--- config.mk ---
export PLATFORM = sky130hd
export DESIGN_NAME = cpu_util_ctrl
export DESIGN_NICKNAME = d
export VERILOG_FILES = /design/src/rtl/core/cpu_util_pkg.sv /design/src/rtl/core/cpu_util_ctrl.sv
export SDC_FILE = /design/constraint.sdc
export NUM_CORES = 1
export LEC_CHECK = 0
export ABC_AREA = 1
export BUFFER_PORTS_ARGS = -buffer_cell sky130_fd_sc_hd__buf_2
export CORE_AREA = 2 2 39 41
export DETAILED_ROUTE_END_ITERATION = 6
export DIE_AREA = 0 0 41 43
export REMOVE_ABC_BUFFERS = 1
export SYNTH_ARGS = -nofsm -noshare
export SYNTH_HDL_FRONTEND = slang
export SYNTH_SLANG_ARGS = --single-unit
--- constraint.sdc ---
create_clock -name clk -period 1.3 [get_ports clk]
set_input_delay 0.195 -clock clk [delete_from_list [all_inputs] [get_ports clk]]
set_output_delay 0.195 -clock clk [all_outputs]
set_load 0.005 [all_outputs]
--- src/rtl/core/cpu_util_pkg.sv ---
// Shared types and constants for the CPU busy-share block.
`timescale 1ns / 1ps
package cpu_util_pkg;

	localparam int unsigned ROW_W      = 6;
	localparam int unsigned VALUE_W    = 64;
	localparam int unsigned BUSY_W     = 15;
	localparam int unsigned STATUS_W   = 2;
	localparam int unsigned COUNT_W    = 4;

	localparam logic [COUNT_W-1:0] SUM_COLUMNS = 4'd8;
	localparam logic [COUNT_W-1:0] IDLE_COL_A  = 4'd3;
	localparam logic [COUNT_W-1:0] IDLE_COL_B  = 4'd4;
	localparam logic [COUNT_W-1:0] COUNT_MAX   = 4'd15;

	// quotient bits produced by the divider, one per step
	localparam int unsigned DIV_STEPS = BUSY_W;
	localparam logic [COUNT_W-1:0] DIV_LAST = COUNT_W'(DIV_STEPS - 1);

	localparam logic [STATUS_W-1:0] ST_VALID      = 2'd0;
	localparam logic [STATUS_W-1:0] ST_FIRST_READ = 2'd1;
	localparam logic [STATUS_W-1:0] ST_NO_ELAPSED = 2'd2;

	typedef struct packed {
		logic accept;    // input request taken this cycle
		logic look;      // read and update per-row store
		logic delta;     // form total and idle deltas
		logic scale;     // scale numerator, load divider
		logic div_step;  // one restoring divide step
		logic load_out;  // move result into output register
	} cmd_t;

	typedef struct packed {
		logic row_ok;
		logic div_done;
	} sts_t;

endpackage

--- src/rtl/core/cpu_util_ctrl.sv ---
// Sequencer for the CPU busy-share block: handshakes and step order.
`timescale 1ns / 1ps
module cpu_util_ctrl import cpu_util_pkg::*; (
	input  logic clk,
	input  logic arst_n,
	input  logic in_valid,
	input  logic in_last,
	output logic in_ready,
	output logic out_valid,
	input  logic out_ready,
	input  sts_t sts,
	output cmd_t cmd
);

	typedef enum logic [5:0] {
		S_IDLE   = 6'b000001,
		S_LOOK   = 6'b000010,
		S_DELTA  = 6'b000100,
		S_SCALE  = 6'b001000,
		S_DIV    = 6'b010000,
		S_FINISH = 6'b100000
	} state_t;

	state_t state_q, state_d;
	logic   out_valid_q;

	assign in_ready  = (state_q == S_IDLE);
	assign out_valid = out_valid_q;

	always_comb begin
		cmd      = '0;
		state_d  = state_q;
		case (state_q)
			S_IDLE: begin
				cmd.accept = in_valid;
				if (in_valid && in_last) begin
					state_d = S_LOOK;
				end
			end
			S_LOOK: begin
				cmd.look = sts.row_ok;
				state_d  = sts.row_ok ? S_DELTA : S_IDLE;
			end
			S_DELTA: begin
				cmd.delta = 1'b1;
				state_d   = S_SCALE;
			end
			S_SCALE: begin
				cmd.scale = 1'b1;
				state_d   = S_DIV;
			end
			S_DIV: begin
				cmd.div_step = 1'b1;
				if (sts.div_done) begin
					state_d = S_FINISH;
				end
			end
			S_FINISH: begin
				// hold until the output register is free
				if (!out_valid_q || out_ready) begin
					cmd.load_out = 1'b1;
					state_d      = S_IDLE;
				end
			end
			default: begin
				state_d = S_IDLE;
			end
		endcase
	end

	always_ff @(posedge clk or negedge arst_n) begin
		if (!arst_n) begin
			state_q     <= S_IDLE;
			out_valid_q <= 1'b0;
		end else begin
			state_q <= state_d;
			if (cmd.load_out) begin
				out_valid_q <= 1'b1;
			end else if (out_ready) begin
				out_valid_q <= 1'b0;
			end
		end
	end

endmodule

# Word level (Yosys, flattened, before mapping)
# Index checks and enable logic that the tools add are counted.
[word_totals] ramBits=0 ff_bits=7 out_inout_bits=8 n_memories=0 latchBits=0 rom_bits=0
[op_classes] multipliers=0 eq_ne=9 mux=14 n_shift=0 reduce_logical=5 addsub=0 bitwise_logic=0 n_div=0 n_lt_le_gt_ge=0
[op_table] cell="case mux 6 bit (6 select lines)" count=1
[op_table] cell="two-way mux 6 bit" count=3
[op_table] cell="two-way mux 1 bit" count=9
[op_table] cell="== test 6 x 1 -> 1 bit (second input constant)" count=1
[op_table] cell="== test 6 x 2 -> 1 bit (second input constant)" count=1
[op_table] cell="== test 6 x 3 -> 1 bit (second input constant)" count=1
[op_table] cell="== test 6 x 4 -> 1 bit (second input constant)" count=1
[op_table] cell="== test 6 x 5 -> 1 bit (second input constant)" count=1
[op_table] cell="== test 6 bit (second input constant)" count=1
[op_table] cell="inequality test 2 bit (second input constant)" count=2
[op_table] cell="two-way mux 3 bit" count=1
[op_table] cell="AND reduction 3 bit" count=1
[op_table] cell="inequality test 2 x 1 -> 1 bit (second input constant)" count=1
[op_table] cell="nonzero test 2 bit" count=1
[op_table] cell="logical AND 1 bit" count=1
[op_table] cell="zero test 1 bit" count=1
[op_table] cell="logical OR 1 bit" count=1

# Depth between registers and ports, before layout
[logic_depth] word_depth=5 mapped_depth=7 depth_no_buf=7

# Least setup slack after synthesis
# No wires, ideal clock.
[synth_timing] path_kind="reg-to-reg" startpoint="reg state_q[0]" endpoint="reg state_q[5]" arrival_time_ps=1047 t_required_ps=1175 path_buffers=0 slack_ps=128 setup_time_ps=125 stages_incl_launch_ff=8 path_cell_list="dfstp_2 > inv_2 > nor2_2 > nand3_4 > nor2_2 > inv_2 > nand3_1 > o21ai_1"
[synth_between] elab_chain_len=3 word_cells_on_any_way=11 cone_classes="9 x eq/ne; 1 x mux; 1 x reduce/logical"
[synth_lines] element="start: declaration" line_no="cpu_util_ctrl.sv:24" text="state_t state_q, state_d;"
[synth_lines] element="start signal: assignment" line_no="cpu_util_ctrl.sv:76" text="state_q <= state_d;"
[synth_lines] element="== test 6 bit, or another cell as far along" line_no="cpu_util_ctrl.sv:33" text="case (state_q)"
[synth_lines] element="inequality test 2 bit (no line) / inequality test 2 x 1 -> 1 bit (equally long branches)"
[synth_lines] element="AND reduction 3 bit (no line)"
# Parallel ways exist; a longest one is shown, timed or not.
# A chain may end at the register's enable or synchronous reset.

==> qor.csv <==
stage;metric;value;unit
run_status;outcome;complete, but fails checks;
run_status;violations;setup timing;
clock_tree;h-tree-depth;1;
synth;synthCells;57;
timing;fin_tns_setup;-974;ps
placed_design;post_dp_cell_area;514;µm²
global_route;track_usage;12.7;%
setup_path;path_class;reg -> out;
die;initial_core_util;30.7;%
min_path;holdCritPathClass;in -> reg;
power;p_total;979;µW
synth;syn_avg_cell_area;7.44;µm²
clock_tree;clock_sinks;7;
die;die_area;1760;µm²
clock_tree;cts_max_path_buffers;2;
clock_tree;clkTransAtPathRegs;50;ps
setup_path;required;1110;ps
layout;drive_above_1_share;48.8;%
setup_path;cp-startpoint;state_q[2];
placed_design;place.gp.congestion;0.833;
power;ir_worst_vdd;0.000819;V
global_route;globalRouteOverflowTotal;0;
placed_design;port-buffer-count;14;
layout;n_antenna_cell;0;
synth;synth-warning-count;0;
global_route;grt_pass1_vias;359;
timing;finalClockSkew;0.210;ps
timing;slew_headroom;87.2;%
synth;yosysSeqAreaShare;41.6;%
synth;ys_ff_latch;7;
timing;finalSetupViolCount;8;
layout;fin_area;629;µm²
timing;hold_viol;0;
timing;fin_ws;-206;ps
clock_tree;cts_tree;yes;
routing;vias_per_cell;4.42;
setup_path;r2r_slack;-40;ps
timing;rsz0062_at_grt;true;
routing;post-route-drc-count;0;
global_route;antenna_found_initial;0;
setup_path;r2r-end;state_q[0];
routing;first_pass_iters;5;
run;max_cap_viol_count;0;
routing;via_count;433;
setup_path;setup.worst_path.start_class;flop;
power;p_leak;0.000397;µW
routing;wire_per_inst;10.3;µm
clock_tree;cts_buffers;3;
setup_path;reg2regPathDepth;8;
clock_tree;clockRootBuffer;clkbuf_4;
die;die_w;41;µm
timing;worst_pin_slew;193;ps
setup_path;crit_path_end;cmd[4];
setup_path;cp-end-kind;output pin;
timing;fin_worst_hold_slack;150;ps
timing;slew_violations;0;
setup_path;arrival;1310;ps
layout;area_growth;48.4;%
timing;period_share;116;%
timing;finalCriticalPeriod;1510;ps
die;rows;14;
synth;synth_area;424;µm²
global_route;grt_start_max_net_pins;8;
power;power_density;1560;nW/µm²
setup_path;r2r_start;state_q[2];
clock_tree;clk_latency;260;ps
die;ioPinCount;15;
routing;wl;1010;µm
die;die_h;43;µm
setup_path;path_max_fanout;2;
routing;drt_iter0_markers;6;
routing;postRouteAntennaNets;0;
die;coreArea;1380;µm²
layout;nets;90;
layout;final_core_util;45.5;%
layout;fillers;139;
placed_design;hpwl;651;µm
synth;synthDistinctLibCells;15;
timing;clock.fmax;664;MHz
global_route;grt_pass1_wl;1440;µm
-- synth_stat cells --
cell type / number / area, µm²
nor2_4: 1 / 11.3
inv_2: 2 / 7.51
inv_1: 14 / 52.6
nor2_1: 9 / 33.8
nor3_2: 1 / 10.0
o21ai_1: 1 / 5.00
dfstp_2: 1 / 26.3
dfrtp_1: 6 / 150
nor2_2: 4 / 25.0
nand3_4: 1 / 17.5
o21ai_0: 1 / 5.00
nand3_2: 1 / 10.0
nand4_1: 3 / 18.8
nand2_1: 7 / 26.3
nand3_1: 5 / 25.0
-- cells by family (layout without fill, tap and decap cells) --
group                  Yosys count  after routing  synth area share (%)
AND/OR/NAND/NOR                 32             32                  41.9
AO/OA/AOI/OAI                    2              2                  2.36
buffers and inverters           16             41                  14.2
flip-flops                       7              7                  41.6
-- per-layer routing --
| layer | vias to the layer above | wire, µm | track usage [%] |
|---|---|---|---|
| met1 | 189 | 415 | 15.2 |
| li1 | 223 | - | - |
| met3 | 5 | 36 | 1.57 |
| met5 | - | 0 | 0 |
| met2 | 16 | 514 | 19.1 |
| met4 | 0 | 42 | 10.0 |
-- timing repair --
action	4_1_cts	5_1_grt
gates resized for setup	5	5
pin swaps	4	5
endpoints found under the hold margin	7	0
buffers inserted	3	3
hold buffers	1	0
setup endpoints to repair	7	9
-- cell type report --
cell class	instances	area, µm²	area share [%]
Timing Repair Buffer	21	129	20.5
Tap cell	16	20.0	3.18
Sequential cell	7	179	28.4
Multi-Input combinational cell	34	215	34.2
Inverter	16	60.1	9.54
Clock buffer	4	26.3	4.17
-- critical path, cell delays in order, from the launching register on --
cell and delay [ps]:
dfrtp_1 410, nor2_4 140, nand3_2 70, nor3_2 180, nand2_1 90, inv_1 50
buf_2 100
-- power breakdown --
part           internal, µW  total (µW)  switching, µW  leakage, µW
logic                   195         444            250     0.000292
clock network           118         207           89.2    0.0000150
registers               273         328           54.8    0.0000899
-- registers in the layout, summed over array words and instances, names as in the netlist --
name       cells
state_q        6
out_valid      1
-- metrics by stage --
step                      worst slack [ps]  instances
after global routing                  -271         98
after floorplan                        128         57
final                                 -206         98
after detailed placement             -9.61         87
after global placement               -44.8         87
after CTS                             -156         95
-- how the worst min path moves through the flow --
stage               depth (start not counted)    endpoint  slack (ps)      start
finish                                      2   out_valid         150  out_ready
global route                                2   out_valid         170  out_ready
CTS                                         2   out_valid         160  out_ready
detailed placement                          1  state_q[3]          40     arst_n
global placement                            1  state_q[3]          30     arst_n
floorplan                                   0   out_valid        -100     arst_n
-- cells in the final DEF, fill, tap and decap left out --
master,netlist,routed
buf_2,0,14
inv_1,14,13
nor2_1,9,8
nand2_1,7,7
buf_4,0,5
nor2_4,1,4
dfrtp_1,6,4
nand3_2,1,3
nand4_1,3,3
inv_2,2,3
nand3_1,5,3
clkbuf_4,0,3
nor2_2,4,2
dfrtp_2,0,2
nand3_4,1,1
nor3_2,1,1
o21ai_1,1,1
o21ai_0,1,1
clkbuf_1,0,1
dlygate4sd3_1,0,1
buf_6,0,1
dfstp_2,1,1
Power figures use the tool's default switching activity.
